## src/hw/rtl/sse_pkg.sv

```systemverilog
package sse_pkg;

  localparam int SAMPLE_W = 32;
  localparam int COUNT_W  = 17;
  localparam int SUM_W    = 48;
  localparam int SQ_W     = 64;
  localparam int SUMSQ_W  = 79;
  localparam int MEAN_W   = 40;
  localparam int VAR_W    = 63;
  localparam int STD_W    = 39;
  localparam int ALU_W    = 96;
  localparam int NUM_W    = 112;
  localparam int REM_W    = 58;
  localparam int ROOT_W   = 56;
  localparam int STEP_W   = 7;

  localparam logic [STEP_W-1:0] STEPS_NS   = STEP_W'(COUNT_W);
  localparam logic [STEP_W-1:0] STEPS_SS   = STEP_W'(SUM_W);
  localparam logic [STEP_W-1:0] STEPS_MEAN = STEP_W'(SUM_W + 8);
  localparam logic [STEP_W-1:0] STEPS_DEV  = STEP_W'(ALU_W);
  localparam logic [STEP_W-1:0] STEPS_ROOT = STEP_W'(ROOT_W);

  localparam logic signed [SAMPLE_W-1:0] INT_MAX = {1'b0, {(SAMPLE_W-1){1'b1}}};
  localparam logic signed [SAMPLE_W-1:0] INT_MIN = {1'b1, {(SAMPLE_W-1){1'b0}}};

  typedef enum logic [3:0] {
    S_IDLE,
    S_ACC,
    S_NS,
    S_SS,
    S_DIVM,
    S_MNEG,
    S_DIVV1,
    S_DIVV2,
    S_SQRT,
    S_DIVS
  } state_t;

endpackage

```

## src/hw/rtl/series_statistics_engine.sv

```systemverilog
// Series statistics over signed 32-bit samples. A sample transfers on a clock edge with start
// high and busy low; in_last_sample closes the series. After an ordinary sample busy is high
// while the squared sample is added into the sum of squares, and the next sample is taken
// only once busy is low again. After the last sample busy stays high while one shared 96-bit
// add/subtract unit runs, in turn, a 17-step shift-add for count * sum of squares, a 48-step
// shift-subtract of the squared sum, a 56-step divide for the mean, a negate, two 96-step
// divides by the count for the variance, a 56-step square root and a 56-step divide for the
// standard deviation. The result is on the out_ ports for exactly one cycle with out_valid
// high, the first cycle that busy is low again; there is no way to hold it off, so it must
// be captured then. Samples past MAX_COUNT are dropped and flagged in out_count_overflow.
module series_statistics_engine
  import sse_pkg::*;
#(
  parameter int MAX_COUNT = 65536
) (
  input  logic                        clk,
  input  logic                        rst_n,
  input  logic                        start,
  output logic                        busy,
  input  logic signed [SAMPLE_W-1:0]  in_sample,
  input  logic                        in_last_sample,
  output logic                        out_valid,
  output logic [COUNT_W-1:0]          out_sample_count,
  output logic signed [SUM_W-1:0]     out_total,
  output logic signed [SAMPLE_W-1:0]  out_smallest,
  output logic signed [SAMPLE_W-1:0]  out_largest,
  output logic signed [MEAN_W-1:0]    out_mean_q8,
  output logic [VAR_W-1:0]            out_variance_int,
  output logic [STD_W-1:0]            out_std_dev_q8,
  output logic                        out_count_overflow
);

  state_t state_r, state_nxt;

  logic [COUNT_W-1:0]         count_r, count_nxt;
  logic signed [SUM_W-1:0]    sum_r, sum_nxt;
  logic [SUMSQ_W-1:0]         sumsq_r, sumsq_nxt;
  logic signed [SAMPLE_W-1:0] min_r, min_nxt;
  logic signed [SAMPLE_W-1:0] max_r, max_nxt;
  logic                       ovf_r, ovf_nxt;
  logic                       last_r, last_nxt;
  logic [SQ_W-1:0]            sq_r, sq_nxt;

  logic [ALU_W-1:0]           acc_r, acc_nxt;
  logic [ALU_W-1:0]           mcand_r, mcand_nxt;
  logic [SUM_W-1:0]           mplier_r, mplier_nxt;
  logic [STEP_W-1:0]          cnt_r, cnt_nxt;
  logic [NUM_W-1:0]           num_r, num_nxt;
  logic [REM_W-1:0]           rem_r, rem_nxt;
  logic [ALU_W-1:0]           quo_r, quo_nxt;

  logic                       out_valid_r, out_valid_nxt;
  logic [COUNT_W-1:0]         out_count_r, out_count_nxt;
  logic signed [SUM_W-1:0]    out_total_r, out_total_nxt;
  logic signed [SAMPLE_W-1:0] out_min_r, out_min_nxt;
  logic signed [SAMPLE_W-1:0] out_max_r, out_max_nxt;
  logic signed [MEAN_W-1:0]   out_mean_r, out_mean_nxt;
  logic [VAR_W-1:0]           out_var_r, out_var_nxt;
  logic [STD_W-1:0]           out_std_r, out_std_nxt;
  logic                       out_ovf_r, out_ovf_nxt;

  // shared add/subtract unit
  logic [ALU_W-1:0] alu_a, alu_b, alu_y;
  logic             alu_sub, alu_ge;
  logic [ALU_W:0]   alu_sum;

  assign alu_sum = {1'b0, alu_a} + {1'b0, alu_b ^ {ALU_W{alu_sub}}}
                 + {{ALU_W{1'b0}}, alu_sub};
  assign alu_y   = alu_sum[ALU_W-1:0];
  assign alu_ge  = alu_sum[ALU_W];

  logic [SAMPLE_W-1:0] smag;
  logic [SQ_W-1:0]     sq_prod;
  logic [SUM_W-1:0]    sum_mag;
  logic                take;
  logic [COUNT_W:0]    div_r2;
  logic [REM_W+1:0]    sqrt_r2;
  logic [REM_W-1:0]    div_rem, sqrt_rem;
  logic [ALU_W-1:0]    quo_step;
  logic                last_step;

  assign smag      = in_sample[SAMPLE_W-1] ? (~in_sample + SAMPLE_W'(1)) : in_sample;
  assign sq_prod   = SQ_W'(smag) * SQ_W'(smag);
  assign sum_mag   = sum_r[SUM_W-1] ? (~sum_r + SUM_W'(1)) : sum_r;
  assign take      = (count_r != COUNT_W'(MAX_COUNT));
  assign div_r2    = {rem_r[COUNT_W-1:0], num_r[NUM_W-1]};
  assign sqrt_r2   = {rem_r, num_r[NUM_W-1 -: 2]};
  assign div_rem   = REM_W'(alu_ge ? alu_y[COUNT_W-1:0] : div_r2[COUNT_W-1:0]);
  assign sqrt_rem  = alu_ge ? alu_y[REM_W-1:0] : sqrt_r2[REM_W-1:0];
  assign quo_step  = {quo_r[ALU_W-2:0], alu_ge};
  assign last_step = (cnt_r == STEP_W'(1));

  always_comb begin
    alu_a   = '0;
    alu_b   = '0;
    alu_sub = 1'b0;
    unique case (state_r) inside
      S_ACC: begin
        alu_a = ALU_W'(sumsq_r);
        alu_b = ALU_W'(sq_r);
      end
      S_NS: begin
        alu_a = acc_r;
        alu_b = mplier_r[0] ? mcand_r : '0;
      end
      S_SS: begin
        alu_a   = acc_r;
        alu_b   = mplier_r[0] ? mcand_r : '0;
        alu_sub = 1'b1;
      end
      S_DIVM, S_DIVV1, S_DIVV2, S_DIVS: begin
        alu_a   = ALU_W'(div_r2);
        alu_b   = ALU_W'(count_r);
        alu_sub = 1'b1;
      end
      S_SQRT: begin
        alu_a   = ALU_W'(sqrt_r2);
        alu_b   = ALU_W'({quo_r[ROOT_W-1:0], 2'b01});
        alu_sub = 1'b1;
      end
      S_MNEG: begin
        alu_b   = ALU_W'(quo_r[MEAN_W-1:0]);
        alu_sub = 1'b1;
      end
      default: begin
      end
    endcase
  end

  always_comb begin
    state_nxt     = state_r;
    count_nxt     = count_r;
    sum_nxt       = sum_r;
    sumsq_nxt     = sumsq_r;
    min_nxt       = min_r;
    max_nxt       = max_r;
    ovf_nxt       = ovf_r;
    last_nxt      = last_r;
    sq_nxt        = sq_r;
    acc_nxt       = acc_r;
    mcand_nxt     = mcand_r;
    mplier_nxt    = mplier_r;
    cnt_nxt       = cnt_r;
    num_nxt       = num_r;
    rem_nxt       = rem_r;
    quo_nxt       = quo_r;
    out_valid_nxt = 1'b0;
    out_count_nxt = out_count_r;
    out_total_nxt = out_total_r;
    out_min_nxt   = out_min_r;
    out_max_nxt   = out_max_r;
    out_mean_nxt  = out_mean_r;
    out_var_nxt   = out_var_r;
    out_std_nxt   = out_std_r;
    out_ovf_nxt   = out_ovf_r;

    unique case (state_r) inside
      S_IDLE: begin
        if (start) begin
          last_nxt  = in_last_sample;
          state_nxt = S_ACC;
          if (take) begin
            count_nxt = count_r + COUNT_W'(1);
            sum_nxt   = sum_r + SUM_W'(in_sample);
            sq_nxt    = sq_prod;
            if (in_sample < min_r) min_nxt = in_sample;
            if (in_sample > max_r) max_nxt = in_sample;
          end else begin
            sq_nxt  = '0;
            ovf_nxt = 1'b1;
          end
        end
      end
      S_ACC: begin
        sumsq_nxt = alu_y[SUMSQ_W-1:0];
        if (last_r) begin
          acc_nxt    = '0;
          mcand_nxt  = ALU_W'(alu_y[SUMSQ_W-1:0]);
          mplier_nxt = SUM_W'(count_r);
          cnt_nxt    = STEPS_NS;
          state_nxt  = S_NS;
        end else begin
          state_nxt = S_IDLE;
        end
      end
      S_NS: begin
        acc_nxt    = alu_y;
        mcand_nxt  = mcand_r << 1;
        mplier_nxt = mplier_r >> 1;
        cnt_nxt    = cnt_r - STEP_W'(1);
        if (last_step) begin
          mcand_nxt  = ALU_W'(sum_mag);
          mplier_nxt = sum_mag;
          cnt_nxt    = STEPS_SS;
          state_nxt  = S_SS;
        end
      end
      S_SS: begin
        acc_nxt    = alu_y;
        mcand_nxt  = mcand_r << 1;
        mplier_nxt = mplier_r >> 1;
        cnt_nxt    = cnt_r - STEP_W'(1);
        if (last_step) begin
          num_nxt   = {sum_mag, 8'd0, {(NUM_W-SUM_W-8){1'b0}}};
          rem_nxt   = '0;
          quo_nxt   = '0;
          cnt_nxt   = STEPS_MEAN;
          state_nxt = S_DIVM;
        end
      end
      S_DIVM, S_DIVV1, S_DIVV2, S_DIVS: begin
        num_nxt = num_r << 1;
        rem_nxt = div_rem;
        quo_nxt = quo_step;
        cnt_nxt = cnt_r - STEP_W'(1);
        if (last_step) begin
          rem_nxt = '0;
          unique case (state_r) inside
            S_DIVM: begin
              state_nxt = S_MNEG;
            end
            S_DIVV1: begin
              num_nxt   = {quo_step, {(NUM_W-ALU_W){1'b0}}};
              cnt_nxt   = STEPS_DEV;
              state_nxt = S_DIVV2;
            end
            S_DIVV2: begin
              out_var_nxt = quo_step[VAR_W-1:0];
              num_nxt     = {acc_r, {(NUM_W-ALU_W){1'b0}}};
              quo_nxt     = '0;
              cnt_nxt     = STEPS_ROOT;
              state_nxt   = S_SQRT;
            end
            default: begin
              out_std_nxt   = quo_step[STD_W-1:0];
              out_count_nxt = count_r;
              out_total_nxt = sum_r;
              out_min_nxt   = min_r;
              out_max_nxt   = max_r;
              out_ovf_nxt   = ovf_r;
              out_valid_nxt = 1'b1;
              count_nxt     = '0;
              sum_nxt       = '0;
              sumsq_nxt     = '0;
              min_nxt       = INT_MAX;
              max_nxt       = INT_MIN;
              ovf_nxt       = 1'b0;
              state_nxt     = S_IDLE;
            end
          endcase
        end
      end
      S_MNEG: begin
        out_mean_nxt = sum_r[SUM_W-1] ? alu_y[MEAN_W-1:0] : quo_r[MEAN_W-1:0];
        num_nxt      = {acc_r, {(NUM_W-ALU_W){1'b0}}};
        rem_nxt      = '0;
        quo_nxt      = '0;
        cnt_nxt      = STEPS_DEV;
        state_nxt    = S_DIVV1;
      end
      S_SQRT: begin
        num_nxt = num_r << 2;
        rem_nxt = sqrt_rem;
        quo_nxt = quo_step;
        cnt_nxt = cnt_r - STEP_W'(1);
        if (last_step) begin
          num_nxt   = {quo_step[ROOT_W-1:0], {(NUM_W-ROOT_W){1'b0}}};
          rem_nxt   = '0;
          quo_nxt   = '0;
          cnt_nxt   = STEPS_ROOT;
          state_nxt = S_DIVS;
        end
      end
      default: begin
        state_nxt = S_IDLE;
      end
    endcase
  end

  always_ff @(posedge clk) begin
    if (!rst_n) begin
      state_r     <= S_IDLE;
      count_r     <= '0;
      sum_r       <= '0;
      sumsq_r     <= '0;
      min_r       <= INT_MAX;
      max_r       <= INT_MIN;
      ovf_r       <= 1'b0;
      out_valid_r <= 1'b0;
    end else begin
      state_r     <= state_nxt;
      count_r     <= count_nxt;
      sum_r       <= sum_nxt;
      sumsq_r     <= sumsq_nxt;
      min_r       <= min_nxt;
      max_r       <= max_nxt;
      ovf_r       <= ovf_nxt;
      out_valid_r <= out_valid_nxt;
    end
  end

  always_ff @(posedge clk) begin
    last_r      <= last_nxt;
    sq_r        <= sq_nxt;
    acc_r       <= acc_nxt;
    mcand_r     <= mcand_nxt;
    mplier_r    <= mplier_nxt;
    cnt_r       <= cnt_nxt;
    num_r       <= num_nxt;
    rem_r       <= rem_nxt;
    quo_r       <= quo_nxt;
    out_count_r <= out_count_nxt;
    out_total_r <= out_total_nxt;
    out_min_r   <= out_min_nxt;
    out_max_r   <= out_max_nxt;
    out_mean_r  <= out_mean_nxt;
    out_var_r   <= out_var_nxt;
    out_std_r   <= out_std_nxt;
    out_ovf_r   <= out_ovf_nxt;
  end

  assign busy               = (state_r != S_IDLE);
  assign out_valid          = out_valid_r;
  assign out_sample_count   = out_count_r;
  assign out_total          = out_total_r;
  assign out_smallest       = out_min_r;
  assign out_largest        = out_max_r;
  assign out_mean_q8        = out_mean_r;
  assign out_variance_int   = out_var_r;
  assign out_std_dev_q8     = out_std_r;
  assign out_count_overflow = out_ovf_r;

endmodule
```

## config.mk

```make
export PLATFORM = sky130hd
export DESIGN_NAME = series_statistics_engine
export DESIGN_NICKNAME = d
export VERILOG_FILES = /design/src/hw/rtl/sse_pkg.sv /design/src/hw/rtl/series_statistics_engine.sv
export SDC_FILE = /design/constraint.sdc
export NUM_CORES = 2
export LEC_CHECK = 0
export BUFFER_PORTS_ARGS = -buffer_cell sky130_fd_sc_hd__clkbuf_2
export CORE_AREA = 2 2 497 499
export CTS_CLUSTER_SIZE = 40
export DETAILED_ROUTE_END_ITERATION = 6
export DIE_AREA = 0 0 499 501
export PLACE_DENSITY = 0.55
export SYNTH_ARGS = -nofsm -noshare
export SYNTH_HDL_FRONTEND = slang
export SYNTH_SLANG_ARGS = --single-unit
```

## constraint.sdc

```tcl
create_clock -name clk -period 18.7 [get_ports clk]
set_clock_uncertainty 0.15 [all_clocks]
set_input_delay 0 -clock clk [delete_from_list [all_inputs] [get_ports clk]]
set_output_delay 0 -clock clk [all_outputs]
set_load 0.005 [all_outputs]
```

== Yosys cells after proc, flatten, opt, wreduce, memory -nomap -nowiden ==
Cells that the tools add are included.

* Logic and storage cells: 164
* Memory bits (read-only): 0
* Register bits: 1063
* Bits in latches: 0
* Memories: 0
* Output and inout bits: 274
* Input bits: 36
* RAM bits: 0

* Div/mod/pow operators: 0
* Shift operators: 0
* $add $sub $neg: 7
* Reductions and logical operators: 27
* $mul: 1
* Bitwise gates (word level): 4
* Equal/unequal tests: 22
* Mux-type cells: 76
* $lt $le $gt $ge: 2

{| class="wikitable"
|+ Operators by type and width
! kind !! count
|-
| 96-bit case mux with 5 select lines || 1
|-
| 112-bit case mux with 4 select lines || 1
|-
| 96-bit 2-to-1 mux || 4
|-
| 96-bit case mux with 4 select lines || 1
|-
| 95-bit 2-to-1 mux || 4
|-
| 95-bit case mux with 4 select lines || 1
|-
| 32-bit 2-to-1 mux || 11
|-
| 112-bit 2-to-1 mux || 3
|-
| 48-bit 2-to-1 mux || 7
|-
| 96-bit case mux with 3 select lines || 1
|-
| 58-bit case mux with 4 select lines || 1
|-
| 112-bit case mux with 2 select lines || 1
|-
| 96-bit case mux with 2 select lines || 1
|-
| 58-bit 2-to-1 mux || 3
|-
| 79-bit 2-to-1 mux || 2
|-
| 79-bit case mux with 2 select lines || 1
|-
| 48-bit case mux with 3 select lines || 1
|-
| 32-bit case mux with 2 select lines || 2
|-
| 17-bit 2-to-1 mux || 6
|-
| 96-bit by 96-bit adder with 97-bit output || 1
|-
| 97-bit by 1-bit adder with 97-bit output || 1
|-
| 48-bit case mux with 2 select lines || 1
|-
| 96-bit bitwise XOR || 1
|-
| 32-bit by 32-bit multiplier with 64-bit output || 1
|-
| 42 further kinds || 82
|}

== Depth between registers and ports, before layout ==
* Depth after elaboration: 9
* Gate-level depth with buffers: 44
* Depth with buffers taken out: 40

== Least setup slack after synthesis ==
OpenSTA, ideal clock, no wires.

* Path type: reg2reg
* Start: reg state_r[3]
* End: reg num_r[100], enable pin
* Required time: 17.543 ns
* Setup slack: 2.911 ns
* Buffers on the path: 3
* Cell stages (with the launch flop): 6
* Arrival time: 14.632 ns
* Period minus slack after synthesis: 15.789 ns
* Setup time: 1.007 ns
* Cell sequence: dfxtp_1 clkbuf_1 clkbuf_1 nor3_1 clkbuf_1 a31oi_1

* Longest elaborated chain between the ends: 4
* Elaborated cells between the ends (all ways): 11
* Classes of those cells: 8 x eq/ne; 3 x reduce/logical

{| class="wikitable"
|+ Ends and longest elaborated chain
! element !! line !! RTL
|-
| start, declared || series_statistics_engine.sv:33 || <nowiki>state_t state_r, state_nxt;</nowiki>
|-
| start signal, assigned || series_statistics_engine.sv:291 || <nowiki>state_r <= state_nxt;</nowiki>
|-
| 4-bit by 3-bit equality test with 1-bit output (no source line) or 4-bit equality test (tied branches) || -- ||
|-
| 4-bit OR reduction || series_statistics_engine.sv:157 || <nowiki>unique case (state_r) inside</nowiki>
|-
| 4-bit nonzero test (no source line) || -- ||
|-
| 2-bit AND reduction (no source line) * || -- ||
|-
| end signal, assigned || series_statistics_engine.sv:309 || <nowiki>num_r <= num_nxt;</nowiki>
|-
| end, declared || series_statistics_engine.sv:48 || <nowiki>logic [NUM_W-1:0] num_r, num_nxt;</nowiki>
|}

Mark *: on every way between the ends. The rest lies on a longest branch, timed or not.
A chain may end at the register's enable or synchronous reset.

== Worst setup path after layout ==
* Start: in in_sample[0]
* End: reg sq_r[62], data pin

* Longest elaborated chain between the ends: 4

{| class="wikitable"
|+ Ends and longest elaborated chain
! element !! line !! RTL
|-
| start, declared || series_statistics_engine.sv:20 || <nowiki>input logic signed [SAMPLE_W-1:0] in_sample,</nowiki>
|-
| 32-bit NOT || series_statistics_engine.sv:82 || <nowiki>assign smag = in_sample[SAMPLE_W-1] ? (~in_sample + SAMPLE_W'(1)) : in_sample;</nowiki>
|-
| 32-bit by 2-bit adder with 32-bit output || series_statistics_engine.sv:82 ||
|-
| 32-bit 2-to-1 mux * || series_statistics_engine.sv:82 ||
|-
| 32-bit by 32-bit multiplier with 64-bit output * || series_statistics_engine.sv:83 || <nowiki>assign sq_prod = SQ_W'(smag) * SQ_W'(smag);</nowiki>
|-
| end signal, assigned || series_statistics_engine.sv:304 || <nowiki>sq_r <= sq_nxt;</nowiki>
|-
| end, declared || series_statistics_engine.sv:42 || <nowiki>logic [SQ_W-1:0] sq_r, sq_nxt;</nowiki>
|}

Marked as above.

==> summary.txt <==
Floorplan
  – Die height: 501 um
  – Initial cell density of the core: 34.8%
  – Standard cell core area: 245000 um2
  – Die W: 499 um
  – Site Rows: 182
  – Die outline area: 250000 um2
  – I/O Pins: 310

Timing
  – Final min period: 11.95 ns
  – Total setup violations reported at the end of the flow: 0
  – Number of hold-slack violations in the final timing report: 0
  – Slew HR: 3.62%
  – Max Clk Rate: 0.0837 GHz
  – Worst Tran Pin Value: 1.45 ns
  – Setup TNS Final: 0 ns
  – Final period utilization: 63.9%
  – Unrepaired setup endpoints after global routing: false
  – Total count of max-transition violations in the final report: 0

Worst setup path
  – Critical Path Max Stage Delay: 0.74 ns
  – Arrival time of the worst setup path: 12.31 ns
  – Critical setup path kind: in2reg
  – Critical Path Slowest Stage Cell: sky130_fd_sc_hd__o41ai_1
  – Slack of the worst reg-to-reg path: 10.05 ns
  – Endpoint kind of the worst setup timing path: register
  – Max FO, Critical Path: 22
  – CP startpoint kind: primary input
  – Depth of the most critical reg-to-reg path: 20
  – Worst EP required: 19.05 ns

Detailed routing
  – Wire length on met1: 131000 um
  – Count of unresolved DRC violations after routing: 9
  – Post-DR wirelength/cell: 26.9 um
  – Detailed-routed wire length on met3: 24300 um
  – Total iterations of the first detailed-routing run: 7
  – Wire length on met2: 154000 um
  – Top layer used by detailed routing: met5
  – Remaining antenna violation count: 0
  – Number of vias in the routed layout: 68351
  – Starting DRC count in detailed routing: 7243
  – Total detailed-routing wirelength: 327000 um
  – Vias per inst: 5.63

Synthesis
  – Fraction of the yosys area taken by sequential cells: 34.4%
  – Distinct cells, synth: 103
  – Flops & latches, synth: 1046
  – Syn. warnings: 0
  – EDFF count, synth: 832
  – Combined area of all synthesized cells: 85200 um2
  – Main flop type after synthesis: sky130_fd_sc_hd__edfxtp_1
  – Asr flop ratio synth: 0%
  – Synthesized area divided by synthesized cell count: 9.85 um2
  – Post-Syn Instances: 8644

Min path
  – Number of instances on the worst hold path: 3
  – Class of the tightest hold or removal check: in2reg

Clock tree
  – Clk buf depth: 3
  – Sink Count: 1046
  – Inserted Clock Buffers: 121
  – Clock tree root buffer cell: sky130_fd_sc_hd__clkbuf_16
  – Insertion delay to the later sink of the worst-skew pair: 0.82 ns
  – Level count of the clock H-tree: 3
  – CTS tree: done
  – Post-CTS Setup Bufs: 0
  – CTS clock-pin slew for the worst setup and hold paths: 0.06 ns

GRT
  – Antenna violations before repair: 15
  – First-pass GRT wire length: 478000 um
  – Vias in the first global route: 69522
  – Global route total overflow: 0
  – Largest net degree at the start of global routing: 154
  – Total GRT Usage: 25.7%

Run status
  – Violations in the final reports: design-rule violations
  – Outcome: finished with violations

Final layout
  – Fraction of final layout cells sized beyond drive strength 1: 9.05%
  – Commonest cells after routing, fill and taps aside: sky130_fd_sc_hd__inv_1 (1169), sky130_fd_sc_hd__edfxtp_1 (832), sky130_fd_sc_hd__nand2_1 (823), sky130_fd_sc_hd__fa_1 (797), sky130_fd_sc_hd__nor2_1 (721)
  – Most common cell after layout, fill and taps aside: sky130_fd_sc_hd__inv_1
  – Signed area change from the synthesized netlist to the final layout: 11.7%
  – Final nets: 10133
  – Final Instance Area: 95200 um2

Job
  – Max-Cap Viols: 0

Place
  – Half-perimeter wire length after detailed placement: 243000 um
  – Cell Area, Placed: 90700 um2
  – Final weighted congestion of routability-driven global placement: 0.999
  – Number of buffer cells added on primary ports: 309
==> final cells by class <==
| cell class | count | area (um2) |
|---|---|---|
| Sequential cell | 1046 | 29300 |
| Multi-Input combinational cell | 5967 | 50200 |
| Clock inverter | 80 | 830 |
| Clock buffer | 150 | 3280 |
| Tap cell | 3220 | 4030 |
| Timing Repair Buffer | 490 | 3060 |
| Inverter | 1182 | 4450 |
| Fill cell | 24145 | 150000 |
| Antenna cell | 11 | 27.5 |
==> state kept, by name, summed over array words and instances (netlist names), 48 cells and up <==
| register | count |
|---|---|
| acc_r | 96 |
| mcand_r | 96 |
| mplier_r | 48 |
| num_r | 96 |
| out_total | 48 |
| out_variance_int | 63 |
| quo_r | 95 |
| rem_r | 58 |
| sq_r | 63 |
| sum_r | 48 |
| sumsq_r | 79 |
==> through the flow <==
step	hold slack, ns	instances	util, %	worst slack, ns
5_1_grt	0.0650	12137	38.9	6.15
6_report	0.0980	12146	38.9	6.75
2_1_floorplan	-0.0511	8666	-	2.91
4_1_cts	0.0105	12135	38.9	6.92
3_3_place_gp	0.127	11867	37.0	6.71
3_5_place_dp	0.117	11867	37.0	6.63
==> logic make-up (layout without fill, tap and decap cells) <==
family | after synthesis | after routing | share of synthesized area, %
flip-flops | 1046 | 1046 | 34.4
buffers and inverters | 1653 | 1902 | 7.30
other | 2 | 35 | 0.00882
AND/OR/NAND/NOR | 2252 | 2252 | 11.9
adder cells (fa/ha/maj) | 1289 | 1289 | 26.0
XOR/XNOR | 402 | 402 | 4.14
multiplexers | 51 | 51 | 0.654
AO/OA/AOI/OAI | 1949 | 1949 | 15.6
==> per-layer routing <==
layer,GRT usage (%),up-vias
met3,4.34,642
met4,12.5,4
met5,0,-
met2,42.7,3040
li1,-,29982
met1,32.4,34683
==> Yosys cell counts, drive strengths merged (28+ instances only) <==
library cell / count / share of area [%]
o21a: 33 / 0.29
a222oi: 98 / 1.2
or3: 28 / 0.21
a21o: 187 / 1.7
mux2: 37 / 0.49
nand3: 104 / 0.61
nand2: 825 / 3.6
xnor2: 245 / 2.5
a221o: 47 / 0.55
nor3: 73 / 0.43
ha: 492 / 7.2
buf: 65 / 0.30
clkbuf: 406 / 1.8
a21oi: 572 / 3.4
dfxtp: 214 / 5.0
fa: 797 / 19
a22oi: 200 / 1.8
nor2b: 124 / 0.91
o31ai: 30 / 0.28
edfxtp: 832 / 29
o22a: 34 / 0.35
a31oi: 40 / 0.32
and3: 43 / 0.32
a221oi: 28 / 0.31
a22o: 107 / 1.1
o21ai: 301 / 1.8
nand2b: 43 / 0.32
inv: 1174 / 5.2
o21bai: 47 / 0.42
a2111oi: 37 / 0.39
nor2: 731 / 3.2
nand4: 67 / 0.49
and2: 112 / 0.82
xor2: 157 / 1.6
==> critical path: cells and delay by family <==
| family | cells | cell delay (ns) |
|---|---|---|
| adder cells (fa/ha/maj) | 10 | 4.49 |
| AO/OA/AOI/OAI | 7 | 2.82 |
| buffers and inverters | 11 | 2.33 |
| AND/OR/NAND/NOR | 9 | 2.04 |
| XOR/XNOR | 2 | 0.58 |
==> repair_timing <==
| item | CTS | global route |
|---|---|---|
| hold endpoints to repair | 107 | 0 |
| hold buffers | 38 | 0 |
| gates resized for setup | 0 | 0 |
==> final timing paths <==
| kind | end | from |
|---|---|---|
| worst max-delay path | sq_r[62] | in_sample[0] |
| worst min-delay path | min_r[10] | in_sample[10] |
| worst max register to register | rem_r[53] | state_r[1] |
| worst min register to register | out_count_overflow | ovf_r |
Power is left out: the tool's default activity adds up to more than one toggle a clock period on the data nets, which glitch-free logic cannot reach.
